==> config.mk <==
export PLATFORM = sky130hd
export DESIGN_NAME = gaussian_from_twelve_uniforms_core
export DESIGN_NICKNAME = d
export VERILOG_FILES = /design/src/rtl/gftu_pkg.sv /design/src/rtl/gaussian_from_twelve_uniforms_core.sv /design/src/rtl/gftu_fifo.sv /design/src/rtl/gftu_front.sv /design/src/rtl/gftu_back.sv
export SDC_FILE = /design/constraint.sdc
export NUM_CORES = 2
export LEC_CHECK = 0
export ABC_AREA = 1
export BUFFER_PORTS_ARGS = -buffer_cell sky130_fd_sc_hd__clkbuf_2
export CAP_MARGIN = 20
export CORE_ASPECT_RATIO = 1.2
export CORE_UTILIZATION = 55
export DETAILED_ROUTE_END_ITERATION = 8
export MAX_ROUTING_LAYER = met4
export PLACE_DENSITY = 0.81
export REMOVE_ABC_BUFFERS = 1
export SETUP_SLACK_MARGIN = 0.2
export SYNTH_ARGS = -nofsm -noshare
export SYNTH_HDL_FRONTEND = slang
export SYNTH_SLANG_ARGS = --single-unit
==> constraint.sdc <==
create_clock -name clk -period 20.2 [get_ports clk]
set_input_delay 4.04 -clock clk [delete_from_list [all_inputs] [get_ports clk]]
set_output_delay 4.04 -clock clk [all_outputs]
set_load 0.03 [all_outputs]
==> src/rtl/gftu_pkg.sv <==
// Package for the twelve-uniform Gaussian generator.
// Holds the shared types, the back-end state encoding and the Q30 coefficients.
// No dependencies.
`default_nettype none

package gftu_pkg;

    // Number of uniform samples summed for one result.
    localparam int unsigned GROUP_SIZE = 12;
    localparam int unsigned CNT_W      = 4;

    // Result width: signed Q5.16.
    localparam int unsigned OUT_W = 22;

    // Depth of the queue between front and back end.
    localparam int unsigned Q_DEPTH = 2;

    // Fixed-point helpers for the coefficient table.
    localparam logic [63:0] Q30_ONE  = 64'd1 << 30;
    localparam logic [63:0] NANO     = 64'd1000000000;
    localparam logic [63:0] HALF_NANO = 64'd500000000;

    // Correcting polynomial coefficients, unsigned Q3.30, rounded to nearest.
    localparam logic [32:0] COEF_A1 = 33'((64'd3949846138 * Q30_ONE + HALF_NANO) / NANO);
    localparam logic [32:0] COEF_A3 = 33'((64'd252408784 * Q30_ONE + HALF_NANO) / NANO);
    localparam logic [32:0] COEF_A5 = 33'((64'd76542912 * Q30_ONE + HALF_NANO) / NANO);
    localparam logic [32:0] COEF_A7 = 33'((64'd8355968 * Q30_ONE + HALF_NANO) / NANO);
    localparam logic [32:0] COEF_A9 = 33'((64'd29899776 * Q30_ONE + HALF_NANO) / NANO);

    // Status of the sum queue as seen by its neighbors.
    typedef struct packed {
        logic full;
        logic empty;
    } fifo_stat_t;

    // Back-end sequencer states.
    typedef enum logic [2:0] {
        B_IDLE,
        B_SQ_LO,
        B_SQ_HI,
        B_HO_LO,
        B_HO_HI,
        B_FIN_LO,
        B_FIN_HI
    } back_state_t;

    // Coefficient added after each Horner step, highest order first.
    function automatic logic [32:0] horner_coef(input logic [1:0] step);
        logic [32:0] c;
        case (step)
            2'd0:    c = COEF_A7;
            2'd1:    c = COEF_A5;
            2'd2:    c = COEF_A3;
            2'd3:    c = COEF_A1;
            default: c = COEF_A1;
        endcase
        return c;
    endfunction

endpackage

`default_nettype wire

==> src/rtl/gaussian_from_twelve_uniforms_core.sv <==
// Gaussian generator from twelve uniform samples: a summing front end, a sum
// queue and a polynomial back end, each stalling on its own. The front end
// takes one uniform sample per cycle while full is low and turns every twelfth
// into a result: the sum of the group, less six and divided by four, is passed
// through the odd polynomial a1 r + a3 r^3 + ... + a9 r^9 by Horner's rule in
// r^2. The back end runs the six products through one shared 33x16 multiplier,
// each as a low half and then a high half; a two-entry sum queue lets
// back-to-back groups flow at one sample per cycle while results are popped. A
// result is registered on normal_value, signed Q5.16, and held until popped.
// Depends on gftu_pkg, gftu_front, gftu_fifo and gftu_back.
`default_nettype none

module gaussian_from_twelve_uniforms_core #(
    parameter int unsigned UNIFORM_BITS = 16
) (
    input  wire logic                                 clk,
    input  wire logic                                 rst_n,
    input  wire logic                                 push,
    output logic                                      full,
    input  wire logic [UNIFORM_BITS-1:0]              uniform_sample,
    output logic                                      empty,
    input  wire logic                                 pop,
    output logic signed [gftu_pkg::OUT_W-1:0]         normal_value
);

    localparam int unsigned SUM_W = UNIFORM_BITS + 4;

    gftu_pkg::fifo_stat_t q_stat;
    logic                 q_push;
    logic                 q_pop;
    logic [SUM_W-1:0]     q_wr_data;
    logic [SUM_W-1:0]     q_rd_data;

    // Sample accumulation.
    gftu_front #(
        .UNIFORM_BITS (UNIFORM_BITS)
    ) u_front (
        .clk            (clk),
        .rst_n          (rst_n),
        .push           (push),
        .uniform_sample (uniform_sample),
        .full           (full),
        .q_stat         (q_stat),
        .q_push         (q_push),
        .q_data         (q_wr_data)
    );

    // Queue of finished group sums.
    gftu_fifo #(
        .WIDTH (SUM_W)
    ) u_fifo (
        .clk     (clk),
        .rst_n   (rst_n),
        .push    (q_push),
        .wr_data (q_wr_data),
        .pop     (q_pop),
        .rd_data (q_rd_data),
        .stat    (q_stat)
    );

    // Polynomial evaluation and result slot.
    gftu_back #(
        .UNIFORM_BITS (UNIFORM_BITS)
    ) u_back (
        .clk          (clk),
        .rst_n        (rst_n),
        .q_stat       (q_stat),
        .q_data       (q_rd_data),
        .q_pop        (q_pop),
        .pop          (pop),
        .empty        (empty),
        .normal_value (normal_value)
    );

endmodule

`default_nettype wire

==> src/rtl/gftu_fifo.sv <==
// Two-entry queue that carries finished group sums from front to back end.
// Depends on gftu_pkg for the status struct and the depth.
`default_nettype none

module gftu_fifo #(
    parameter int unsigned WIDTH = 20
) (
    input  wire logic                 clk,
    input  wire logic                 rst_n,
    input  wire logic                 push,
    input  wire logic [WIDTH-1:0]     wr_data,
    input  wire logic                 pop,
    output logic [WIDTH-1:0]          rd_data,
    output gftu_pkg::fifo_stat_t      stat
);

    localparam int unsigned PTR_W = $clog2(gftu_pkg::Q_DEPTH);
    localparam int unsigned CNT_W = $clog2(gftu_pkg::Q_DEPTH + 1);

    logic [WIDTH-1:0] mem [gftu_pkg::Q_DEPTH];
    logic [PTR_W-1:0] wr_ptr_reg;
    logic [PTR_W-1:0] rd_ptr_reg;
    logic [CNT_W-1:0] cnt_reg;
    logic             do_push;
    logic             do_pop;

    assign stat.full  = (cnt_reg == CNT_W'(gftu_pkg::Q_DEPTH));
    assign stat.empty = (cnt_reg == '0);
    assign do_push    = push && !stat.full;
    assign do_pop     = pop && !stat.empty;
    assign rd_data    = mem[rd_ptr_reg];

    // Storage is written only; no reset needed on the payload.
    always_ff @(posedge clk)
    begin
        if (do_push)
        begin
            mem[wr_ptr_reg] <= wr_data;
        end
    end

    // Pointers and occupancy.
    always_ff @(posedge clk or negedge rst_n)
    begin
        if (!rst_n)
        begin
            wr_ptr_reg <= '0;
            rd_ptr_reg <= '0;
            cnt_reg    <= '0;
        end
        else
        begin
            if (do_push)
            begin
                wr_ptr_reg <= wr_ptr_reg + PTR_W'(1);
            end
            if (do_pop)
            begin
                rd_ptr_reg <= rd_ptr_reg + PTR_W'(1);
            end
            if (do_push && !do_pop)
            begin
                cnt_reg <= cnt_reg + CNT_W'(1);
            end
            else if (do_pop && !do_push)
            begin
                cnt_reg <= cnt_reg - CNT_W'(1);
            end
        end
    end

    // The occupancy never exceeds the depth.
    a_cnt_bound: assert property (@(posedge clk) disable iff (!rst_n)
        cnt_reg <= CNT_W'(gftu_pkg::Q_DEPTH))
        else $error("queue occupancy above depth");

    // Pointers stay apart by exactly the occupancy.
    a_ptr_gap: assert property (@(posedge clk) disable iff (!rst_n)
        (wr_ptr_reg - rd_ptr_reg) == PTR_W'(cnt_reg))
        else $error("queue pointers disagree with occupancy");

    // A push into a full queue would lose a sum.
    a_no_overflow: assert property (@(posedge clk) disable iff (!rst_n)
        push |-> !stat.full)
        else $error("push into full queue");

endmodule

`default_nettype wire

==> src/rtl/gftu_front.sv <==
// Front end: accepts uniform samples and sums them in groups of twelve.
// Depends on gftu_pkg; hands each finished sum to the queue.
`default_nettype none

module gftu_front #(
    parameter int unsigned UNIFORM_BITS = 16
) (
    input  wire logic                     clk,
    input  wire logic                     rst_n,
    input  wire logic                     push,
    input  wire logic [UNIFORM_BITS-1:0]  uniform_sample,
    output logic                          full,
    input  wire gftu_pkg::fifo_stat_t     q_stat,
    output logic                          q_push,
    output logic [UNIFORM_BITS+3:0]       q_data
);

    localparam int unsigned SUM_W = UNIFORM_BITS + 4;
    localparam int unsigned CNT_W = gftu_pkg::CNT_W;

    logic [SUM_W-1:0] sum_reg;
    logic [SUM_W-1:0] sum_next;
    logic [CNT_W-1:0] count_reg;
    logic [CNT_W-1:0] count_next;
    logic             last;
    logic             accept;
    logic [SUM_W-1:0] sum_total;

    // The last sample of a group needs room in the queue.
    assign last      = (count_reg == CNT_W'(gftu_pkg::GROUP_SIZE - 1));
    assign full      = last && q_stat.full;
    assign accept    = push && !full;
    assign sum_total = sum_reg + SUM_W'(uniform_sample);
    assign q_push    = accept && last;
    assign q_data    = sum_total;

    // Group accumulation and sample count.
    always_comb
    begin
        sum_next   = sum_reg;
        count_next = count_reg;
        if (accept)
        begin
            if (last)
            begin
                sum_next   = '0;
                count_next = '0;
            end
            else
            begin
                sum_next   = sum_total;
                count_next = count_reg + CNT_W'(1);
            end
        end
    end

    always_ff @(posedge clk or negedge rst_n)
    begin
        if (!rst_n)
        begin
            sum_reg   <= '0;
            count_reg <= '0;
        end
        else
        begin
            sum_reg   <= sum_next;
            count_reg <= count_next;
        end
    end

    // The count stays inside one group.
    a_count_range: assert property (@(posedge clk) disable iff (!rst_n)
        count_reg < CNT_W'(gftu_pkg::GROUP_SIZE))
        else $error("sample count left its group");

    // A finished group always restarts from an empty sum.
    a_group_restart: assert property (@(posedge clk) disable iff (!rst_n)
        q_push |=> (count_reg == '0) && (sum_reg == '0))
        else $error("group did not restart after hand-off");

    // The sum can only be nonzero once samples have been taken.
    a_sum_empty: assert property (@(posedge clk) disable iff (!rst_n)
        (count_reg == '0) |-> (sum_reg == '0))
        else $error("stale sum at start of group");

endmodule

`default_nettype wire

==> src/rtl/gftu_back.sv <==
// Back end: turns each group sum into a corrected normal value.
// Depends on gftu_pkg; one shared 33x16 multiplier, each product as a low and a high half.
`default_nettype none

module gftu_back #(
    parameter int unsigned UNIFORM_BITS = 16
) (
    input  wire logic                          clk,
    input  wire logic                          rst_n,
    input  wire gftu_pkg::fifo_stat_t          q_stat,
    input  wire logic [UNIFORM_BITS+3:0]       q_data,
    output logic                               q_pop,
    input  wire logic                          pop,
    output logic                               empty,
    output logic signed [gftu_pkg::OUT_W-1:0]  normal_value
);

    localparam int unsigned SUM_W  = UNIFORM_BITS + 4;
    localparam int unsigned OUT_W  = gftu_pkg::OUT_W;
    localparam logic [31:0] CENTRE = 32'd6 << 28;

    gftu_pkg::back_state_t state_reg;
    gftu_pkg::back_state_t state_next;

    logic              neg_reg;
    logic              neg_next;
    logic [30:0]       mag_reg;
    logic [30:0]       mag_next;
    logic [31:0]       r2_reg;
    logic [31:0]       r2_next;
    logic [32:0]       acc_reg;
    logic [32:0]       acc_next;
    logic [48:0]       plo_reg;
    logic [48:0]       plo_next;
    logic [1:0]        step_reg;
    logic [1:0]        step_next;
    logic [OUT_W-1:0]  result_reg;
    logic [OUT_W-1:0]  result_next;
    logic              out_valid_reg;
    logic              out_valid_next;

    logic [31:0]       s28;
    logic              load_neg;
    logic [30:0]       load_mag;
    logic [32:0]       mul_a;
    logic [31:0]       mul_b;
    logic [15:0]       mul_half;
    logic [48:0]       part;
    logic [64:0]       prod;
    logic [34:0]       prod_q30;
    logic [64:0]       fin_round;
    logic [19:0]       fin_mag;
    logic              out_pop;
    logic              slot_free;

    // Bring the group sum to unsigned Q4.28.
    if (UNIFORM_BITS <= 28)
    begin : g_sum_up
        assign s28 = 32'(q_data) << (28 - UNIFORM_BITS);
    end
    else
    begin : g_sum_down
        localparam int unsigned SH = UNIFORM_BITS - 28;
        logic [SUM_W:0] sum_rnd;
        assign sum_rnd = {1'b0, q_data} + ((SUM_W + 1)'(1) << (SH - 1));
        assign s28     = 32'(sum_rnd >> SH);
    end

    // Sign and magnitude of r in Q30.
    assign load_neg = (s28 < CENTRE);
    assign load_mag = load_neg ? 31'(CENTRE - s28) : 31'(s28 - CENTRE);

    // Shared multiplier operands: square uses |r| twice, Horner uses acc*r^2,
    // the final step uses acc*|r|.
    always_comb
    begin
        case (state_reg)
            gftu_pkg::B_SQ_LO,
            gftu_pkg::B_SQ_HI:
            begin
                mul_a = {2'b00, mag_reg};
                mul_b = {1'b0, mag_reg};
            end
            gftu_pkg::B_HO_LO,
            gftu_pkg::B_HO_HI:
            begin
                mul_a = acc_reg;
                mul_b = r2_reg;
            end
            default:
            begin
                mul_a = acc_reg;
                mul_b = {1'b0, mag_reg};
            end
        endcase
    end

    // Low half in the LO state, high half added in the HI state.
    assign mul_half  = (state_reg == gftu_pkg::B_SQ_HI || state_reg == gftu_pkg::B_HO_HI ||
                        state_reg == gftu_pkg::B_FIN_HI) ? mul_b[31:16] : mul_b[15:0];
    assign part      = 49'(mul_a) * 49'(mul_half);
    assign prod      = 65'(plo_reg) + (65'(part) << 16);
    assign prod_q30  = 35'((prod + (65'd1 << 29)) >> 30);
    assign fin_round = prod + (65'd1 << 43);
    assign fin_mag   = fin_round[63:44];

    assign empty        = !out_valid_reg;
    assign normal_value = result_reg;
    assign out_pop      = pop && out_valid_reg;
    assign slot_free    = !out_valid_reg || out_pop;

    // Sequencer and datapath updates.
    always_comb
    begin
        state_next     = state_reg;
        neg_next       = neg_reg;
        mag_next       = mag_reg;
        r2_next        = r2_reg;
        acc_next       = acc_reg;
        plo_next       = plo_reg;
        step_next      = step_reg;
        result_next    = result_reg;
        out_valid_next = out_valid_reg && !out_pop;
        q_pop          = 1'b0;
        case (state_reg)
            gftu_pkg::B_IDLE:
            begin
                if (!q_stat.empty)
                begin
                    q_pop      = 1'b1;
                    neg_next   = load_neg;
                    mag_next   = load_mag;
                    state_next = gftu_pkg::B_SQ_LO;
                end
            end
            gftu_pkg::B_SQ_LO,
            gftu_pkg::B_HO_LO,
            gftu_pkg::B_FIN_LO:
            begin
                plo_next = part;
                case (state_reg)
                    gftu_pkg::B_SQ_LO: state_next = gftu_pkg::B_SQ_HI;
                    gftu_pkg::B_HO_LO: state_next = gftu_pkg::B_HO_HI;
                    default:           state_next = gftu_pkg::B_FIN_HI;
                endcase
            end
            gftu_pkg::B_SQ_HI:
            begin
                r2_next    = prod_q30[31:0];
                acc_next   = gftu_pkg::COEF_A9;
                step_next  = '0;
                state_next = gftu_pkg::B_HO_LO;
            end
            gftu_pkg::B_HO_HI:
            begin
                acc_next  = prod_q30[32:0] + gftu_pkg::horner_coef(step_reg);
                step_next = step_reg + 2'd1;
                if (step_reg == 2'd3)
                begin
                    state_next = gftu_pkg::B_FIN_LO;
                end
                else
                begin
                    state_next = gftu_pkg::B_HO_LO;
                end
            end
            gftu_pkg::B_FIN_HI:
            begin
                // Wait here until the result slot is free.
                if (slot_free)
                begin
                    result_next    = neg_reg ? (OUT_W'(0) - OUT_W'(fin_mag))
                                             : OUT_W'(fin_mag);
                    out_valid_next = 1'b1;
                    // Start the next sum at once when one is waiting.
                    if (!q_stat.empty)
                    begin
                        q_pop      = 1'b1;
                        neg_next   = load_neg;
                        mag_next   = load_mag;
                        state_next = gftu_pkg::B_SQ_LO;
                    end
                    else
                    begin
                        state_next = gftu_pkg::B_IDLE;
                    end
                end
            end
            default:
            begin
                state_next = gftu_pkg::B_IDLE;
            end
        endcase
    end

    // Control state.
    always_ff @(posedge clk or negedge rst_n)
    begin
        if (!rst_n)
        begin
            state_reg     <= gftu_pkg::B_IDLE;
            out_valid_reg <= 1'b0;
            step_reg      <= '0;
        end
        else
        begin
            state_reg     <= state_next;
            out_valid_reg <= out_valid_next;
            step_reg      <= step_next;
        end
    end

    // Datapath registers.
    always_ff @(posedge clk)
    begin
        neg_reg    <= neg_next;
        mag_reg    <= mag_next;
        r2_reg     <= r2_next;
        acc_reg    <= acc_next;
        plo_reg    <= plo_next;
        result_reg <= result_next;
    end

    // A new result appears only at the end of the final product.
    a_result_source: assert property (@(posedge clk) disable iff (!rst_n)
        $rose(out_valid_reg) |-> $past(state_reg == gftu_pkg::B_FIN_HI))
        else $error("result appeared outside the final step");

    // A waiting result is never overwritten before it is taken.
    a_result_hold: assert property (@(posedge clk) disable iff (!rst_n)
        (out_valid_reg && !pop) |=> $stable(result_reg))
        else $error("waiting result changed");

    // Sums leave the queue only when the sequencer is ready to start one.
    a_pop_ok: assert property (@(posedge clk) disable iff (!rst_n)
        q_pop |-> !q_stat.empty && (state_reg == gftu_pkg::B_IDLE ||
                                    state_reg == gftu_pkg::B_FIN_HI))
        else $error("queue popped at wrong time");

    // The Horner accumulator stays below six in Q30.
    a_acc_bound: assert property (@(posedge clk) disable iff (!rst_n)
        (state_reg == gftu_pkg::B_HO_LO || state_reg == gftu_pkg::B_FIN_LO)
            |-> (acc_reg < (33'd6 << 30)))
        else $error("accumulator out of range");

endmodule

`default_nettype wire
==> metrics <==
share of layout cells above drive strength 1=0.0581; Crit path largest cell delay=750 ps; crit path time final=13760 ps; Post-synth EDFFs=179; Initial Utilization=0.558; Startpoint Class=flip-flop; die height=roughly 270 um; number of cells on the worst reg-to-reg path=56; fin. max-slew vios=0; GRT Total Usage=0.349; largest net degree at the start of global routing=38; placed cell count=4805; initial drt markers=2222; required time worst endpoint=20480 ps; min-delay worst type=flip-flop to flip-flop; number of setup buffers added after CTS=0; Max clock buf depth=3; hold depth=1; XOR/XNOR Fraction of Synth Area=0.0365; Least-Margin Pin Slew=1130 ps; Die ar.=59100 um2; Gate Count Post-Synth=between 4000 and 5000; Avg Inst Size Synth=7.83 um2; GR Util met1=0.407; Syn. warnings=0; CP max stage cell=inv_1; Seq. cell area=a little over 6000 um2; final setup vio count=0; CTS tree=done; largest family of logic cells by synthesized area=adder cells; Most Crowded Layer GR=met2; RR Startpoint=u_back.state_reg[1]; Rel. slew slack=0.236; vias in the first global route=between 20000 and 30000; DRC=0; clk_skew=between 15 and 20 ps; Post-Syn Area=about 32000 um2; RSZ-0062 raised after global routing=no; FFs w/ async S/R, synth=0.160; Hold Startpoint=u_front.sum_reg[0]; Synth Area in Simple Gates=0.232; MaxCap Viol Count=0; Non-Filler Instances=4848; Final #Nets=4754; Fillers=5151; Vias=about 27000; sequential-to-total area share from yosys stat=0.195; Place WS=6950 ps; Util after Layout=0.590; Post-CTS Hold Fix Bufs=0; max FFs per register=40; adder-cell share of the synthesized area=0.351; Routed Antenna Nets=0; fin crit share=0.681; CP Class=flip-flop to flip-flop; HPWL after DPL=80000 um; ys flop type=edfxtp_1; reg-to-reg setup timing slack=6440 ps; outcome=finished, final reports clean; CTS buffer count=22; routed wire length=97300 um; Yosys reg bits=213; final worst slack=~6400 ps; grt met2 use=0.578; post_cts resized=0; Clock Latency Late Sink=530 ps; die width=222 um; Yosys cell types=64; top cell type's share of synthesized area=0.272; area of the multi-input gates=around 22000 um2; H-tree levels=1; global-route wire length before repair=154000 um; most frequent cells after synthesis=nand2_1, inv_1, nor2_1; Root Driver=clkbuf_16; total gr overflow=0; Min-Delay Endpoint=u_front.sum_reg[0]; Cell Rows=96; total negative slack=0 ps; mux share of post-synthesis cell area=0.00313; R2R Path End=u_back.acc_reg[32]; Compound-Gate Fraction of Synth Area=0.0691; Crit Path Max Fanout=30; Yosys top cell by area=fa_1; Worst setup EP type=flip-flop; CTS clock-pin slew for the worst setup and hold paths=70 ps; DRT Pass-1 Iters=6; critical path arrival=14040 ps; Port Buffers=43; I/O pins=44; Final Hold Fails=0; Core Region=57300 um2; vias per inst=5.62; cell seen most often among critical-path stages=nand2_1; Final Wtd Congestion=1.03; Fmax=72.7 MHz; Routed WL per cell=20.1 um; count leader, synth=nand2_1; clk sinks=213; P&R area growth vs syn=5.58%; met3 Resource Use GR=0.0511; antenna violations before repair=0; Synth area leaders=fa_1, edfxtp_1, nand2_1
## cell families (layout without fill, tap and decap cells)
kind of cell | count (synthesis) | after routing
AO/OA/AOI/OAI | 395 | 395
AND/OR/NAND/NOR | 1752 | 1752
XOR/XNOR | 127 | 127
buffers and inverters | 952 | 977
adder cells (fa/ha/maj) | 638 | 638
other | 0 | 1
flip-flops | 213 | 213
multiplexers | 10 | 10
## critical path: cells and delay by family, from the launching register on
family          cells  cell delay (ps)
xor+xnor            2              900
flops               1              600
buf+inv             9             1560
fa+ha+maj           9             4460
compound gates      5             1150
simple gates       31             4770
## worst max-delay path by stage
stage          slack (ps)  cells past startpoint                 end                 from
2_1_floorplan        9390                     56  u_back.acc_reg[32]  u_back.state_reg[1]
3_3_place_gp         6850                     47  u_back.acc_reg[31]  u_back.state_reg[1]
3_5_place_dp         6950                     56  u_back.acc_reg[32]  u_back.state_reg[1]
4_1_cts              6900                     56  u_back.acc_reg[32]  u_back.state_reg[1]
5_1_grt              5670                     56  u_back.acc_reg[32]  u_back.state_reg[1]
6_report             6440                     56  u_back.acc_reg[32]  u_back.state_reg[1]
## placed cells by master, fill, tap and decap left out, types with 17 or more instances in the layout
cell type | netlist | layout
ha_1 | 204 | 204
xnor2_1 | 41 | 41
o21ai_0 | 143 | 140
buf_4 | 3 | 25
clkbuf_2 | 1 | 43
inv_2 | 23 | 23
dfrtp_1 | 34 | 34
nand3_1 | 135 | 135
edfxtp_1 | 179 | 179
nor3_1 | 36 | 36
nand2_2 | 31 | 31
nor2_1 | 439 | 437
clkbuf_16 | 0 | 23
a21oi_1 | 161 | 161
a22o_1 | 17 | 17
nand4_1 | 34 | 34
inv_1 | 829 | 829
fa_1 | 434 | 434
xor2_1 | 80 | 80
nand2_1 | 988 | 988
## cell type report
| class | instances | area share |
|---|---|---|
| Multi-Input combinational cell | 2922 | 0.656 |
| Sequential cell | 213 | 0.184 |
| Inverter | 865 | 0.0963 |
| Tap cell | 735 | 0.0272 |
| Clock buffer | 28 | 0.0179 |
| Timing Repair Buffer | 72 | 0.0134 |
| Clock inverter | 12 | 0.00474 |
| Antenna cell | 1 | 0.0000741 |
## through the flow
| stage | cell area, um2 | hold slack, ps |
|---|---|---|
| floorplan | 31600 | 468 |
| global placement | 33000 | 481 |
| detailed placement | 33000 | 492 |
| CTS | 33700 | 511 |
| global route | 33800 | 521 |
| finish | 33800 | 509 |
## per-layer routing
metal | vias up | wire, um
li1 | 12571 | -
met1 | 13046 | 36600
met2 | 1284 | 46700
met3 | 360 | 7430
met4 | 0 | 6550
met5 | - | 0
Power is not shown: default switching activity piles up to over one toggle a cycle in this logic, so the estimate is an artifact.
